## src/rtl/arpres_pkg.sv

```systemverilog
// Package for the ARP resolver: operation and result codes, frame constants,
// register indexes and the receive status type. Depends on nothing.
package arpres_pkg;

    localparam int TIMER_WIDTH = 24;
    localparam int MAC_W       = 48;
    localparam int IP_W        = 32;
    localparam int TIMEOUT_W   = 24;
    localparam int CFG_W       = 48;
    localparam int POS_W       = 6;

    localparam logic [POS_W-1:0] FRAME_LEN = 6'd42;
    localparam logic [POS_W-1:0] LAST_POS  = 6'd41;

    localparam logic [15:0] ETHERTYPE_ARP = 16'h0806;
    localparam logic [15:0] HTYPE_ETH     = 16'h0001;
    localparam logic [15:0] PTYPE_IPV4    = 16'h0800;
    localparam logic [7:0]  HLEN_ETH      = 8'h06;
    localparam logic [7:0]  PLEN_IPV4     = 8'h04;
    localparam logic [15:0] OPER_REQUEST  = 16'h0001;
    localparam logic [15:0] OPER_REPLY    = 16'h0002;
    localparam logic [7:0]  BCAST_BYTE    = 8'hFF;

    localparam logic [MAC_W-1:0]     LOCAL_MAC_RST = 48'h0;
    localparam logic [IP_W-1:0]      SENDER_IP_RST = 32'h0A00020F;
    localparam logic [TIMEOUT_W-1:0] TIMEOUT_RST   = 24'd200000;

    typedef enum logic [1:0] {
        OP_RESOLVE = 2'd0,
        OP_RX_BYTE = 2'd1,
        OP_TICK    = 2'd2
    } op_t;

    typedef enum logic [1:0] {
        KIND_TX       = 2'd0,
        KIND_RESOLVED = 2'd1,
        KIND_FAILED   = 2'd2
    } kind_t;

    typedef enum logic [1:0] {
        CFG_LOCAL_MAC = 2'd0,
        CFG_SENDER_IP = 2'd1,
        CFG_TIMEOUT   = 2'd2
    } cfg_idx_t;

    typedef struct packed {
        logic             frame_ok;
        logic [MAC_W-1:0] sender_mac;
    } rx_result_t;

    function automatic logic [TIMER_WIDTH-1:0] timer_load(logic [TIMEOUT_W-1:0] v);
        logic [31:0] ext;
        ext = 32'(v);
        return ext[TIMER_WIDTH-1:0];
    endfunction

endpackage

```

## src/rtl/arpres_rx_parse.sv

```systemverilog
// Receive parser of the ARP resolver: checks reply frame bytes as they arrive.
// Depends on arpres_pkg.
module arpres_rx_parse (
    input  logic                          clk,
    input  logic                          rst_n,
    input  logic                          step,
    input  logic [7:0]                    rx_byte,
    input  logic                          rx_last,
    input  logic [arpres_pkg::IP_W-1:0]   sought_ip,
    output arpres_pkg::rx_result_t        res
);
    import arpres_pkg::*;

    logic [POS_W-1:0] pos_reg;
    logic [POS_W-1:0] pos_next;
    logic             match_reg;
    logic             match_next;
    logic [MAC_W-1:0] smac_reg;
    logic [MAC_W-1:0] smac_next;
    logic [POS_W-1:0] pos_inc;
    logic [POS_W-1:0] ip_k;
    logic [7:0]       ip_byte;
    logic [7:0]       exp_byte;
    logic             exp_check;
    logic             bad;

    always_comb
    begin
        exp_check = 1'b1;
        exp_byte  = 8'h00;
        case (pos_reg)
            6'd12: exp_byte = ETHERTYPE_ARP[15:8];
            6'd13: exp_byte = ETHERTYPE_ARP[7:0];
            6'd14: exp_byte = HTYPE_ETH[15:8];
            6'd15: exp_byte = HTYPE_ETH[7:0];
            6'd16: exp_byte = PTYPE_IPV4[15:8];
            6'd17: exp_byte = PTYPE_IPV4[7:0];
            6'd20: exp_byte = OPER_REPLY[15:8];
            6'd21: exp_byte = OPER_REPLY[7:0];
            default: exp_check = 1'b0;
        endcase
    end

    always_comb
    begin
        ip_k    = 6'd31 - pos_reg;
        ip_byte = 8'(sought_ip >> {ip_k[1:0], 3'b000});
        bad     = (exp_check && (exp_byte != rx_byte))
               || ((pos_reg >= 6'd28) && (pos_reg < 6'd32) && (ip_byte != rx_byte));
        match_next = match_reg && !bad;
        if ((pos_reg >= 6'd22) && (pos_reg < 6'd28))
        begin
            smac_next = {smac_reg[MAC_W-9:0], rx_byte};
        end
        else
        begin
            smac_next = smac_reg;
        end
        pos_inc = (pos_reg < FRAME_LEN) ? pos_reg + 6'd1 : pos_reg;
        pos_next = rx_last ? '0 : pos_inc;
        res.frame_ok   = rx_last && (pos_inc == FRAME_LEN) && match_next;
        res.sender_mac = smac_next;
    end

    always_ff @(posedge clk or negedge rst_n)
    begin
        if (!rst_n)
        begin
            pos_reg   <= '0;
            match_reg <= 1'b1;
            smac_reg  <= '0;
        end
        else if (step)
        begin
            pos_reg   <= pos_next;
            match_reg <= rx_last ? 1'b1 : match_next;
            smac_reg  <= smac_next;
        end
    end

endmodule

```

## src/rtl/arp_resolver_single_entry.sv

```systemverilog
// Top level of the ARP resolver with a one-entry cache.
// Depends on arpres_pkg and arpres_rx_parse.
//
// Usage: items enter on the input channel (in_valid, in_stall) with an
// operation code: resolve a target IP, one received frame byte, or a tick.
// Results leave on the output channel (out_valid, out_stall) as transmit
// bytes of a request frame, resolved answers or failed answers.
// The user writes configuration (local MAC, own IP, timeout) through cfg_we,
// cfg_index and cfg_data only while idle; the block does not enforce this.
// An item passes an input register and then a result register; its first
// result is presented once the input register hands the item on, and the
// receiver takes it when out_stall is low. Ticks, received bytes and cache
// hits leave the input register as they pass, so one item can be accepted
// every cycle while out_stall is low and no request frame is being sent.
// A cache miss emits a 42-byte request frame, one byte per cycle from the
// frame generator unless stalled; another item can wait in the input register.
// When the receiver stalls, the result register holds its item and the
// input register fills, after which in_stall rises.
// Reset empties both registers, clears the cache and any pending request,
// and restores the configuration defaults.
module arp_resolver_single_entry (
    input  logic                              clk,
    input  logic                              rst_n,
    input  logic                              in_valid,
    output logic                              in_stall,
    input  logic [1:0]                        operation,
    input  logic [arpres_pkg::IP_W-1:0]       query_ip,
    input  logic [7:0]                        rx_byte,
    input  logic                              rx_last,
    output logic                              out_valid,
    input  logic                              out_stall,
    output logic [1:0]                        kind,
    output logic [7:0]                        tx_byte,
    output logic                              tx_last,
    output logic [arpres_pkg::MAC_W-1:0]      mac,
    input  logic                              cfg_we,
    input  logic [1:0]                        cfg_index,
    input  logic [arpres_pkg::CFG_W-1:0]      cfg_data
);
    import arpres_pkg::*;

    function automatic logic [7:0] request_byte(logic [POS_W-1:0] i, logic [MAC_W-1:0] lmac,
                                                logic [IP_W-1:0] sip, logic [IP_W-1:0] tip);
        logic [POS_W-1:0] k_src;
        logic [POS_W-1:0] k_sha;
        logic [POS_W-1:0] k_spa;
        logic [POS_W-1:0] k_tpa;
        logic [7:0]       b;
        k_src = 6'd11 - i;
        k_sha = 6'd27 - i;
        k_spa = 6'd31 - i;
        k_tpa = 6'd41 - i;
        if (i < 6'd6)
        begin
            b = BCAST_BYTE;
        end
        else if (i < 6'd12)
        begin
            b = 8'(lmac >> {k_src[2:0], 3'b000});
        end
        else if (i < 6'd22)
        begin
            case (i)
                6'd12:   b = ETHERTYPE_ARP[15:8];
                6'd13:   b = ETHERTYPE_ARP[7:0];
                6'd14:   b = HTYPE_ETH[15:8];
                6'd15:   b = HTYPE_ETH[7:0];
                6'd16:   b = PTYPE_IPV4[15:8];
                6'd17:   b = PTYPE_IPV4[7:0];
                6'd18:   b = HLEN_ETH;
                6'd19:   b = PLEN_IPV4;
                6'd20:   b = OPER_REQUEST[15:8];
                default: b = OPER_REQUEST[7:0];
            endcase
        end
        else if (i < 6'd28)
        begin
            b = 8'(lmac >> {k_sha[2:0], 3'b000});
        end
        else if (i < 6'd32)
        begin
            b = 8'(sip >> {k_spa[1:0], 3'b000});
        end
        else if (i < 6'd38)
        begin
            b = 8'h00;
        end
        else
        begin
            b = 8'(tip >> {k_tpa[1:0], 3'b000});
        end
        return b;
    endfunction

    logic [MAC_W-1:0]       local_mac_reg;
    logic [IP_W-1:0]        sender_ip_reg;
    logic [TIMEOUT_W-1:0]   timeout_reg;

    logic                   s1_vld_reg;
    logic [1:0]             s1_op_reg;
    logic [IP_W-1:0]        s1_tip_reg;
    logic [7:0]             s1_byte_reg;
    logic                   s1_last_reg;

    logic                   entry_valid_reg;
    logic                   entry_valid_next;
    logic [IP_W-1:0]        entry_ip_reg;
    logic [IP_W-1:0]        entry_ip_next;
    logic [MAC_W-1:0]       entry_mac_reg;
    logic [MAC_W-1:0]       entry_mac_next;
    logic                   pending_reg;
    logic                   pending_next;
    logic [IP_W-1:0]        sought_ip_reg;
    logic [IP_W-1:0]        sought_ip_next;
    logic [TIMER_WIDTH-1:0] ticks_reg;
    logic [TIMER_WIDTH-1:0] ticks_next;

    logic                   gen_active_reg;
    logic                   gen_active_next;
    logic [POS_W-1:0]       gen_idx_reg;
    logic [POS_W-1:0]       gen_idx_next;
    logic [IP_W-1:0]        gen_tip_reg;
    logic [IP_W-1:0]        gen_tip_next;

    logic                   out_vld_reg;
    logic [1:0]             kind_reg;
    logic [7:0]             tx_byte_reg;
    logic                   tx_last_reg;
    logic [MAC_W-1:0]       mac_reg;

    logic                   out_free;
    logic                   s1_take;
    logic                   in_accept;
    logic                   rx_step;
    rx_result_t             rx_res;

    logic                   emit;
    logic [1:0]             emit_kind;
    logic [7:0]             emit_byte;
    logic                   emit_last;
    logic [MAC_W-1:0]       emit_mac;

    assign out_free  = !out_vld_reg || !out_stall;
    assign s1_take   = s1_vld_reg && out_free && !gen_active_reg;
    assign in_stall  = s1_vld_reg && !s1_take;
    assign in_accept = in_valid && !in_stall;

    assign out_valid = out_vld_reg;
    assign kind      = kind_reg;
    assign tx_byte   = tx_byte_reg;
    assign tx_last   = tx_last_reg;
    assign mac       = mac_reg;

    arpres_rx_parse u_rx_parse (
        .clk       (clk),
        .rst_n     (rst_n),
        .step      (rx_step),
        .rx_byte   (s1_byte_reg),
        .rx_last   (s1_last_reg),
        .sought_ip (sought_ip_reg),
        .res       (rx_res)
    );

    always_comb
    begin
        entry_valid_next = entry_valid_reg;
        entry_ip_next    = entry_ip_reg;
        entry_mac_next   = entry_mac_reg;
        pending_next     = pending_reg;
        sought_ip_next   = sought_ip_reg;
        ticks_next       = ticks_reg;
        gen_active_next  = gen_active_reg;
        gen_idx_next     = gen_idx_reg;
        gen_tip_next     = gen_tip_reg;
        rx_step          = 1'b0;
        emit             = 1'b0;
        emit_kind        = KIND_TX;
        emit_byte        = 8'h00;
        emit_last        = 1'b0;
        emit_mac         = '0;

        if (out_free && gen_active_reg)
        begin
            emit      = 1'b1;
            emit_byte = request_byte(gen_idx_reg, local_mac_reg, sender_ip_reg, gen_tip_reg);
            emit_last = (gen_idx_reg == LAST_POS);
            if (gen_idx_reg == LAST_POS)
            begin
                gen_active_next = 1'b0;
            end
            else
            begin
                gen_idx_next = gen_idx_reg + 6'd1;
            end
        end
        else if (s1_take)
        begin
            case (s1_op_reg)
                OP_RESOLVE:
                begin
                    emit = 1'b1;
                    if (entry_valid_reg && (entry_ip_reg == s1_tip_reg))
                    begin
                        emit_kind = KIND_RESOLVED;
                        emit_mac  = entry_mac_reg;
                    end
                    else
                    begin
                        emit_byte       = request_byte('0, local_mac_reg, sender_ip_reg,
                                                       s1_tip_reg);
                        gen_active_next = 1'b1;
                        gen_idx_next    = 6'd1;
                        gen_tip_next    = s1_tip_reg;
                        pending_next    = 1'b1;
                        sought_ip_next  = s1_tip_reg;
                        ticks_next      = timer_load(timeout_reg);
                    end
                end
                OP_RX_BYTE:
                begin
                    rx_step = 1'b1;
                    if (rx_res.frame_ok && pending_reg)
                    begin
                        entry_valid_next = 1'b1;
                        entry_ip_next    = sought_ip_reg;
                        entry_mac_next   = rx_res.sender_mac;
                        pending_next     = 1'b0;
                        emit             = 1'b1;
                        emit_kind        = KIND_RESOLVED;
                        emit_mac         = rx_res.sender_mac;
                    end
                end
                OP_TICK:
                begin
                    if (pending_reg)
                    begin
                        if (ticks_reg <= TIMER_WIDTH'(1))
                        begin
                            ticks_next   = '0;
                            pending_next = 1'b0;
                            emit         = 1'b1;
                            emit_kind    = KIND_FAILED;
                        end
                        else
                        begin
                            ticks_next = ticks_reg - TIMER_WIDTH'(1);
                        end
                    end
                end
                default:
                begin
                    emit = 1'b0;
                end
            endcase
        end
    end

    always_ff @(posedge clk or negedge rst_n)
    begin
        if (!rst_n)
        begin
            local_mac_reg   <= LOCAL_MAC_RST;
            sender_ip_reg   <= SENDER_IP_RST;
            timeout_reg     <= TIMEOUT_RST;
            s1_vld_reg      <= 1'b0;
            entry_valid_reg <= 1'b0;
            pending_reg     <= 1'b0;
            sought_ip_reg   <= '0;
            gen_active_reg  <= 1'b0;
            out_vld_reg     <= 1'b0;
        end
        else
        begin
            if (cfg_we)
            begin
                case (cfg_index)
                    CFG_LOCAL_MAC: local_mac_reg <= cfg_data;
                    CFG_SENDER_IP: sender_ip_reg <= cfg_data[IP_W-1:0];
                    CFG_TIMEOUT:   timeout_reg   <= cfg_data[TIMEOUT_W-1:0];
                    default:       timeout_reg   <= timeout_reg;
                endcase
            end
            if (in_accept)
            begin
                s1_vld_reg <= 1'b1;
            end
            else if (s1_take)
            begin
                s1_vld_reg <= 1'b0;
            end
            entry_valid_reg <= entry_valid_next;
            pending_reg     <= pending_next;
            sought_ip_reg   <= sought_ip_next;
            gen_active_reg  <= gen_active_next;
            if (out_free)
            begin
                out_vld_reg <= emit;
            end
        end
    end

    always_ff @(posedge clk)
    begin
        if (in_accept)
        begin
            s1_op_reg   <= operation;
            s1_tip_reg  <= query_ip;
            s1_byte_reg <= rx_byte;
            s1_last_reg <= rx_last;
        end
        entry_ip_reg  <= entry_ip_next;
        entry_mac_reg <= entry_mac_next;
        ticks_reg     <= ticks_next;
        gen_idx_reg   <= gen_idx_next;
        gen_tip_reg   <= gen_tip_next;
        if (out_free && emit)
        begin
            kind_reg    <= emit_kind;
            tx_byte_reg <= emit_byte;
            tx_last_reg <= emit_last;
            mac_reg     <= emit_mac;
        end
    end

endmodule

```

## config.mk

```make
export PLATFORM = sky130hd
export DESIGN_NAME = arp_resolver_single_entry
export DESIGN_NICKNAME = d
export VERILOG_FILES = /design/src/rtl/arpres_pkg.sv /design/src/rtl/arpres_rx_parse.sv /design/src/rtl/arp_resolver_single_entry.sv
export SDC_FILE = /design/constraint.sdc
export NUM_CORES = 1
export LEC_CHECK = 0
export BUFFER_PORTS_ARGS = -buffer_cell sky130_fd_sc_hd__buf_4
export CORE_MARGIN = 5
export CORE_UTILIZATION = 25
export DETAILED_ROUTE_END_ITERATION = 10
export PLACE_DENSITY = 0.39
export SETUP_SLACK_MARGIN = 0.15
export SLEW_MARGIN = 25
export SYNTH_ARGS = -nofsm -noshare
export SYNTH_HDL_FRONTEND = slang
export SYNTH_SLANG_ARGS = --single-unit
```

## constraint.sdc

```tcl
create_clock -name clk -period 3.3 [get_ports clk]
set_clock_uncertainty 0.05 [all_clocks]
set_input_delay 0 -clock clk [delete_from_list [all_inputs] [get_ports clk]]
set_output_delay 0 -clock clk [all_outputs]
set_load 0.01 [all_outputs]
```

# [Word level (Yosys, flattened, before mapping)]
# Memories as Yosys holds them, arrays and structs flattened. A register that Yosys moved wholly into a read port is not among the register bits.
# Index checks and enable logic that the tools add are counted.
[word_totals] mem_count=1 elab_cells=174 inputBits=98 ram_bits=0 mem_bits_ro=128 reg_bits=440 latch_bits=0 out_inout_bits=61
[memory_table] memory="(name not given)" words=32 width=4 rd=1 rd_clocked_by_memory_dff=1 write_ports=0 line="arp_resolver_single_entry.sv:63" rtl="case (i)"
[op_classes] shift=5 mul=0 n_bitwise=3 order_cmp=12 reduce_logical=42 eq_ne=23 div=0 addsub=8 n_mux=55
[ops] cell="$mux W48" n=3
[ops] cell="$pmux W48 S2" n=1
[ops] cell="$shr A32 B5 Y8" n=3
[ops] cell="$shr A48 B6 Y8" n=2
[ops] cell="$mux W8" n=11
[ops] cell="$mux W24" n=3
[ops] cell="$pmux W24 S2" n=1
[ops] cell="$mux W6" n=7
[ops] cell="$eq A32 B32 Y1" n=1
[ops] cell="$eq A6 B4 Y1 const B" n=4
[ops] cell="$eq A6 B5 Y1 const B" n=4
[ops] cell="$le A24 B1 Y1 const B" n=1
[ops] cell="$lt A6 B6 Y1 const B" n=4
[ops] cell="$sub A24 B1 Y24 const B" n=1
[ops] cell="$mux W1" n=22
[ops] cell="$lt A6 B5 Y1 const B" n=3
[ops] cell="$pmux W4 S4" n=1
[ops] cell="$reduce_and A4 Y1" n=4
[ops] cell="$logic_and A1 B1 Y1" n=15
[ops] cell="$add A6 B1 Y6 const B" n=2
[ops] cell="$eq A6 B6 Y1 const B" n=2
[ops] cell="$ge A6 B5 Y1 const B" n=2
[ops] cell="$ne A2 B2 Y1 const B" n=5
[ops] cell="$reduce_and A5 Y1" n=2
[ops] cell="23 further kinds" n=44

# [Longest topological paths before layout]
# Gate-level depths: netlist of run 1.
[logic_depth] depth_word=15 depth_mapped=11 ltp_nobuf=8

# [Cells and area by module]
# From an unflattened synthesis of run 1, not the netlist that was laid out.
[unflattened] hier_cells=1322 hier_area_um2=19342.3
[by_module_without_submodules] module="arp_resolver_single_entry" seq_area_each_um2=10951.8 n_inst=1 area_per_inst_um2=15965.3 cells_per_inst=1052
[by_module_without_submodules] module="arpres_rx_parse" seq_area_each_um2=1377.6 n_inst=1 area_per_inst_um2=3377.0 cells_per_inst=270

# [Worst setup path before layout of run 1]
# Ideal clock, no wire load.
[synth_path] path_kind="register -> register" from="register ticks_reg[9]" to="register kind_reg[0] (netlist: kind[0]) (enable)" stages_incl_launch_ff=7 period_less_slack_ns=3.627 arrival_time_ns=3.159 slack_ns=-0.327 required_time_ns=2.832 n_path_buf=0 setup_time_ns=0.418 path_cell_list="edfxtp_1 -> or4_4 -> nor4_4 -> and4_1 -> a21oi_1 -> a211o_1 -> nand2_1"
[synth_via] elab_chain_len=7
[synth_rtl] element="start: declaration" line="arp_resolver_single_entry.sv:115" rtl="logic [TIMER_WIDTH-1:0] ticks_reg;"
[synth_rtl] element="start signal: assignment" line="arp_resolver_single_entry.sv:313" rtl="ticks_reg <= ticks_next;"
[synth_rtl] element="$le A24 B1 Y1" line="arp_resolver_single_entry.sv:237" rtl="if (ticks_reg <= TIMER_WIDTH'(1))"
[synth_rtl] element="$mux W1" line="arp_resolver_single_entry.sv:237"
[synth_rtl] element="$mux W1" line="arp_resolver_single_entry.sv:235" rtl="if (pending_reg)"
[synth_rtl] element="$pmux W1 S3" line="arp_resolver_single_entry.sv:198" rtl="case (s1_op_reg)"
[synth_rtl] element="$mux W1" line="arp_resolver_single_entry.sv:196" rtl="else if (s1_take)"
[synth_rtl] element="$mux W1" line="arp_resolver_single_entry.sv:182" rtl="if (out_free && gen_active_reg)"
[synth_rtl] element="$logic_and A1 B1 Y1" line="arp_resolver_single_entry.sv:316" rtl="if (out_free && emit)"
[synth_rtl] element="end signal: assignment" line="arp_resolver_single_entry.sv:318" rtl="kind_reg <= emit_kind;"
[synth_rtl] element="end: declaration" line="arp_resolver_single_entry.sv:126" rtl="logic [1:0] kind_reg;"
# No other way between the ends.
# A chain may end at the register's enable or synchronous reset.

# [Worst setup path in the final report of run 1]
[layout_path] from="register ticks_reg[2]" to="register mac_reg[37] (netlist: mac[37]) (enable)"
[layout_via] elab_chain_len=7
[layout_rtl] element="$le A24 B1 Y1" line="arp_resolver_single_entry.sv:237"
[layout_rtl] element="$mux W1" line="arp_resolver_single_entry.sv:237"
[layout_rtl] element="$mux W1" line="arp_resolver_single_entry.sv:235"
[layout_rtl] element="$pmux W1 S3" line="arp_resolver_single_entry.sv:198"
[layout_rtl] element="$mux W1" line="arp_resolver_single_entry.sv:196"
[layout_rtl] element="$mux W1" line="arp_resolver_single_entry.sv:182"
[layout_rtl] element="$logic_and A1 B1 Y1" line="arp_resolver_single_entry.sv:316"
[layout_rtl] element="end signal: assignment" line="arp_resolver_single_entry.sv:321" rtl="mac_reg <= emit_mac;"
[layout_rtl] element="end: declaration" line="arp_resolver_single_entry.sv:129" rtl="logic [MAC_W-1:0] mac_reg;"
# No other way between the ends.

==> impl_metrics.py, run 1 <==
metrics = {
    "grt": {
        "grt_max_degree": 97,
        "antenna_found_initial": 3,
        "grt_pass1_vias": 12764,
        "grt_pass1_wl_mm": 81.6,
        "grt_usage": 0.127,
        "overflow": 0,
    },
    "clock_network": {
        "cts_hold_buffers": 99,
        "cts_made_buffers": 53,
        "cts_tree": "done",
        "post_cts_buffers": 0,
        "clock_latency_ns": 0.61,
        "cts_buffer_depth": 3,
        "cts_root_buffer": "clkbuf_16",
        "cts.sinks": 444,
        "h-tree-depth": 2,
        "post_cts_resized": 0,
        "cts.clk_slew.worst_paths_ns": 0.06,
    },
    "yosys": {
        "yosysUniqueCellTypes": 77,
        "syn-cell-area_um2": 19500,
        "seq_area_frac_synth": 0.632,
        "synth_ff_type": "edfxtp_1",
        "synth-seq-cells": 444,
        "synth_area_leader_cell": "edfxtp_1",
        "yosys.area_share.simple": 0.0689,
        "synth_top_area_frac": 0.375,
        "async_reset_ff_frac": 0.441,
        "synthMuxAreaShare": 0.151,
        "synth_top_family_by_area": "multiplexers",
        "synthAdderAreaFrac": 0.00513,
        "yosys-top-cells-count": "244 x edfxtp_1, 182 x dfrtp_1, 110 x nand2_1",
        "synth_fp_nets": 1481,
        "synth_edf_count": 244,
        "ys_warn_count": 0,
        "synth_compound_area_frac": 0.0809,
        "synth_cells": 1375,
        "avgSynthCellArea_um2": 14.2,
        "synth_xor_area_frac": 0.0310,
        "synth.most_common_cell": "edfxtp_1",
        "synth_area_leaders": "edfxtp_1 38%, dfrtp_1 23%, mux2_2 6.3%",
    },
    "hold_path": {
        "hold_path_end": "timeout_reg[11]",
        "hold_path_depth": 4,
        "hp-class": "in -> reg",
        "hp-start": "cfg_we",
    },
    "layout": {
        "drive_gt1_frac": 0.294,
        "final_util": 0.321,
        "fill_cells": 7693,
        "fin_cells": 2743,
        "areaGrowthSynthToFinish_pct": 27.5,
        "finalNetCount": 1762,
    },
    "setup_path": {
        "reg2reg_from": "ticks_reg[2]",
        "cpPeakStageDelay_ns": 0.63,
        "crit_chain": "or4_4, nor3_2, and4_1, a21oi_1, a211o_1, nand2_4, buf_12",
        "crit_slowest_cell": "or4_4",
        "reg2reg_depth": 7,
        "crit_fanout": 23,
        "worstSetupStartpointType": "register",
        "rrSetupSlack_ns": 0.57,
        "end_kind": "register",
        "timing.rr.end": "mac[37]",
        "arrival_ns": 2.96,
        "crit_required_ns": 3.53,
        "worstSetupPathType": "reg -> reg",
    },
    "floorplan": {
        "row_count": 102,
        "pin_count": 159,
        "initial_core_util": 0.252,
        "die_h_um": 289,
        "design.die.area_um2": 83800,
        "core_area_um2": 77500,
        "die_w_um": 289,
    },
    "power_and_ir_drop": {
        "pwr-share-clk": 0.329,
        "leakage_nw": 9.78,
        "p_per_area_nw_per_um2": 719,
        "switchingPower_w": 0.00538,
        "p_seq_frac": 0.432,
        "p_int_w": 0.0125,
        "switching_share": 0.300,
        "pwr-share-comb": 0.240,
        "vdd_drop_max_v": 0.000366,
    },
    "routing": {
        "wl_mm": 54.0,
        "via_per_inst": 4.43,
        "via_count": 12141,
        "firstDrtPassIters": 5,
        "drc": 0,
        "drtIter0Drc": 662,
        "wire_per_inst_um": 19.7,
        "ant_nets": 0,
    },
    "sta": {
        "timing.hold.ws_ns": 0.0512,
        "timing.final.crit_share": 0.827,
        "hold_violations": 0,
        "tightest_slew_ns": 0.598,
        "finalSetupTns_ns": 0,
        "fmax_mhz": 366,
        "rsz0062_at_grt": "false",
        "setup_viol": 0,
        "slew_headroom": 0.602,
        "maxSlewViolCount": 0,
        "finalCriticalPeriod_ns": 2.73,
    },
    "placed_design": {
        "dpl.hpwl_mm": 36.7,
        "portBuffers": 158,
        "dp_cells": 2542,
        "place_congestion": 0.808,
    },
    "job": {
        "cap_violations": 0,
    },
    "status": {
        "outcome": "complete, no violations",
    },
}
==> final cells by class <==
class,instances,area (um^2),share of cell area
Tap cell,1040,1300,0.0523
Multi-Input combinational cell,793,6610,0.266
Clock inverter,34,352,0.0141
Antenna cell,2,5.00,0.000201
Inverter,66,253,0.0102
Clock buffer,66,1400,0.0561
Sequential cell,444,12300,0.495
Timing Repair Buffer,298,2650,0.106
==> critical path, delay by kind of cell (launching register included) <==
family	cells	cell delay, ns
AO/OA/AOI/OAI	2	0.40
buffers and inverters	1	0.20
flip-flops	1	0.46
AND/OR/NAND/NOR	4	1.30
==> layer usage <==
metal	global-route usage	vias to the layer above	part of all wire
li1	-	5687	-
met1	0.176	6133	0.47
met2	0.206	245	0.47
met3	0.0245	72	0.045
met4	0.0341	4	0.022
met5	0	-	0.00043
==> cell families (layout without fill, tap and decap cells) <==
family | count (synthesis) | count (layout)
AOI/OAI and AO/OA | 232 | 232
xor gates and xnor gates | 69 | 69
adders and majority gates | 8 | 8
buffers and inverters | 138 | 464
DFF | 444 | 444
muxes | 226 | 226
other | 0 | 2
and+or+nand+nor | 258 | 258
==> metrics by stage <==
| stage | worst slack (ns) | power, W | instance area [um^2] |
|---|---|---|---|
| 6_report | 0.570 | 0.0179 | 24900 |
| 4_1_cts | 0.532 | 0.0183 | 24900 |
| 3_3_place_gp | 0.571 | 0.0121 | 22100 |
| 3_5_place_dp | 0.537 | 0.0121 | 22100 |
| 5_1_grt | 0.342 | 0.0189 | 24900 |
| 2_1_floorplan | 0.223 | 0.0102 | 19500 |
==> layout by cell type, fill, tap and decap left out, drive strengths merged, types with 10 or more instances in the layout <==
| master | n |
|---|---|
| inv | 68 |
| dfrtp | 182 |
| nor3 | 21 |
| a22o | 49 |
| nor4 | 24 |
| nor2 | 33 |
| clkbuf | 67 |
| buf | 199 |
| a21oi | 18 |
| o21ai | 100 |
| dfstp | 14 |
| clkinv | 24 |
| nand2 | 110 |
| edfxtp | 244 |
| mux2i | 57 |
| o31ai | 12 |
| dlygate4sd3 | 98 |
| mux4 | 32 |
| xnor2 | 22 |
| nand2b | 10 |
| xor2 | 47 |
| mux2 | 137 |
==> worst max path at each step <==
| stage | from | to | slack, ns | depth (start not counted) |
|---|---|---|---|---|
| after floorplan | ticks_reg[9] | kind[0] | 0.22 | 6 |
| after global placement | ticks_reg[2] | mac[18] | 0.57 | 7 |
| after detailed placement | ticks_reg[2] | mac[21] | 0.54 | 7 |
| after CTS | u_rx_parse.pos_reg[1] | mac[40] | 0.53 | 7 |
| after global routing | u_rx_parse.pos_reg[1] | mac[40] | 0.34 | 7 |
| final | ticks_reg[2] | mac[37] | 0.57 | 7 |
==> power by group through the flow <==
stage | clock network (W) | registers, W | logic (W)
2_1_floorplan | 0 | 0.00761 | 0.00257
3_3_place_gp | 0 | 0.00784 | 0.00426
3_5_place_dp | 0 | 0.00784 | 0.00428
4_1_cts | 0.00612 | 0.00775 | 0.00441
5_1_grt | 0.00633 | 0.00784 | 0.00469
6_report | 0.00588 | 0.00773 | 0.00429
Note: power is estimated with default switching activity, not from simulation.
==> run 2: changes to the inputs <==
--- a/config.mk
+++ b/config.mk
@@ -9,7 +9,7 @@
 export CORE_MARGIN = 5
 export CORE_UTILIZATION = 25
 export DETAILED_ROUTE_END_ITERATION = 10
-export PLACE_DENSITY = 0.39
+export PLACE_DENSITY = 0.38
 export SETUP_SLACK_MARGIN = 0.15
 export SLEW_MARGIN = 25
 export SYNTH_ARGS = -nofsm -noshare
==> constraint.sdc (replaced) <==
create_clock -name clk -period 2.76 [get_ports clk]
set_clock_uncertainty 0.05 [all_clocks]
set_input_delay 0 -clock clk [delete_from_list [all_inputs] [get_ports clk]]
set_output_delay 0 -clock clk [all_outputs]
set_load 0.01 [all_outputs]
==> run 2 against run 1 <==
Largest power group unchanged. Non-clock buffer count is 41 higher. Wire length is 2.1% higher. Fmax is 4.5% higher. Die area stayed put.
==> impl_metrics.py, run 2 (synthesis results as in run 1) <==
metrics = {
    "setup_path": {
        "crit_required_ns": 3.03,
        "worstSetupStartpointType": "register",
        "cp_top_family": "simple AND/OR/NAND/NOR gates",
        "worstSetupPathType": "reg -> reg",
        "reg2reg_from": "ticks_reg[3]",
        "crit_slowest_cell": "or4_4",
        "crit_fanout": 7,
        "crit_chain": "or4_4, nor3_2, and4_1, a21oi_2, a211o_4, nand2_8, clkbuf_16",
        "critPathBufInv": 1,
        "arrival_ns": 2.89,
        "end_kind": "register",
        "cp-startpoint": "ticks_reg[3]",
        "cpPeakStageDelay_ns": 0.58,
    },
    "routing": {
        "drtIter0Drc": 537,
        "via_count": 12248,
        "wire_per_inst_um": 19.8,
        "firstDrtPassIters": 4,
        "via_per_inst": 4.40,
        "drc": 0,
        "ant_nets": 0,
        "wl_mm": 55.1,
    },
    "layout": {
        "seq_area_um2": 12300,
        "layout_common_cells": "244 x edfxtp_1, 213 x buf_4, 178 x dfrtp_1, 109 x mux2_2, 108 x nand2_1",
        "diodes": 0,
        "final_common_cell": "edfxtp_1",
        "finalNetCount": 1806,
        "drive_gt1_frac": 0.324,
        "fill_cells": 7645,
        "multi_input_area_um2": 6710,
        "areaGrowthSynthToFinish_pct": 30.6,
    },
    "grt": {
        "grtUsageMet3": 0.0210,
        "grt_pass1_vias": 12998,
        "grt_usage": 0.129,
        "grt_max_degree": 99,
        "top_usage_layer": "met2",
        "grt_pass1_wl_mm": 82.7,
        "antenna_found_initial": 0,
        "met1_usage": 0.180,
        "overflow": 0,
        "grt_use_met2": 0.213,
    },
    "sta": {
        "maxSlewViolCount": 0,
        "hold_violations": 0,
        "timing.final.crit_share": 0.946,
        "tightest_slew_ns": 0.711,
        "fmax_mhz": 383,
        "slew_headroom": 0.526,
        "fin_ws_ns": 0.149,
        "setup_viol": 0,
        "finalCriticalPeriod_ns": 2.61,
        "finalSetupTns_ns": 0,
        "rsz0062_at_grt": "true",
    },
    "power_and_ir_drop": {
        "leakage_nw": 10.1,
        "pwr-share-clk": 0.327,
        "p_per_area_nw_per_um2": 861,
        "p_int_w": 0.0154,
        "pwr-share-comb": 0.254,
        "vdd_drop_max_v": 0.000438,
        "p_seq_frac": 0.418,
        "switching_share": 0.298,
        "switchingPower_w": 0.00654,
    },
    "clock_network": {
        "cts_root_buffer": "clkbuf_16",
        "cts.clk_slew.worst_paths_ns": 0.06,
        "cts.sinks": 444,
        "clock_latency_ns": 0.61,
        "cts_made_buffers": 54,
        "cts_buffer_depth": 3,
        "h-tree-depth": 2,
        "cts_tree": "done",
    },
    "placed_design": {
        "dpl.hpwl_mm": 37.8,
        "portBuffers": 158,
        "place_congestion": 0.770,
        "pre_cts_slack_ns": 0.0724,
    },
    "hold_path": {
        "hp-class": "in -> reg",
        "hp-start": "query_ip[28]",
    },
    "floorplan": {
        "pin_count": 159,
        "core_area_um2": 77500,
        "die_h_um": 289,
        "design.die.area_um2": 83800,
        "row_count": 102,
        "initial_core_util": 0.252,
        "die_w_um": 289,
    },
    "job": {
        "cap_violations": 0,
    },
    "status": {
        "outcome": "complete, no violations",
    },
}
## run 2: cell types whose count changed in the layout (fill, tap and decap cells not counted), moves of 3 or more
cell       before  now
buf_12         11   17
buf_4         187  213
buf_6           0    9
clkbuf_1       12    9
clkbuf_16      54   58
clkbuf_8        1    6
dfrtp_1       182  178
dfrtp_2         0    4
nand2_8         0    3
## run 2: what timing repair did
action	4_1_cts	5_1_grt
endpoints found under the hold margin	332	0
pin swaps	3	4
hold buffers	97	0
endpoints found under the setup margin	49	156
gates cloned	1	3
setup buffers	6	9
resized for setup	3	25
## run 2: worst paths after layout
check                                     endpoint  slack (ns)  cells past startpoint
max in group asynchronous  u_rx_parse.smac_reg[24]        1.62                      4
setup / recovery                           mac[21]        0.15                      7
setup reg to reg                           mac[21]        0.15                      7
hold / removal                      s1_tip_reg[28]        0.07                      2
min in group asynchronous  u_rx_parse.smac_reg[37]        0.39                      3
hold reg to reg                    entry_ip_reg[1]        0.42                      0
## run 2: power groups by stage
stage | Sequential (W) | Combinational [W] | Clock, W
2_1_floorplan | 0.00910 | 0.00309 | 0
3_3_place_gp | 0.00930 | 0.00528 | 0
3_5_place_dp | 0.00931 | 0.00529 | 0
4_1_cts | 0.00920 | 0.00554 | 0.00750
5_1_grt | 0.00933 | 0.00608 | 0.00777
6_report | 0.00919 | 0.00559 | 0.00719
## run 2: layout make-up
cell class                 count  area share
sequential                   444       0.484
multi-input combinational    795       0.263
timing repair buffer         339       0.121
clock buffer                  70      0.0590
tap                         1040      0.0510
clock inverter                32      0.0121
inverter                      66     0.00991
## run 2: metal layers
metal	vias to the layer above	part of all wire
met5	-	0
met4	0	0.017
met3	65	0.035
li1	5780	-
met2	192	0.48
met1	6211	0.47
## run 2: stage by stage
step / util / instances / hold WS, ns / instance area (um^2) / power, W
final: 0.329 / 2786 / 0.0674 / 25500 / 0.0220
after global routing: 0.329 / 2786 / 0.0430 / 25500 / 0.0232
after CTS: 0.326 / 2774 / 0.0133 / 25300 / 0.0222
after detailed placement: 0.289 / 2568 / 0.0334 / 22400 / 0.0146
after global placement: 0.289 / 2568 / 0.0398 / 22400 / 0.0146
after floorplan: - / 1375 / -0.346 / 19600 / 0.0122
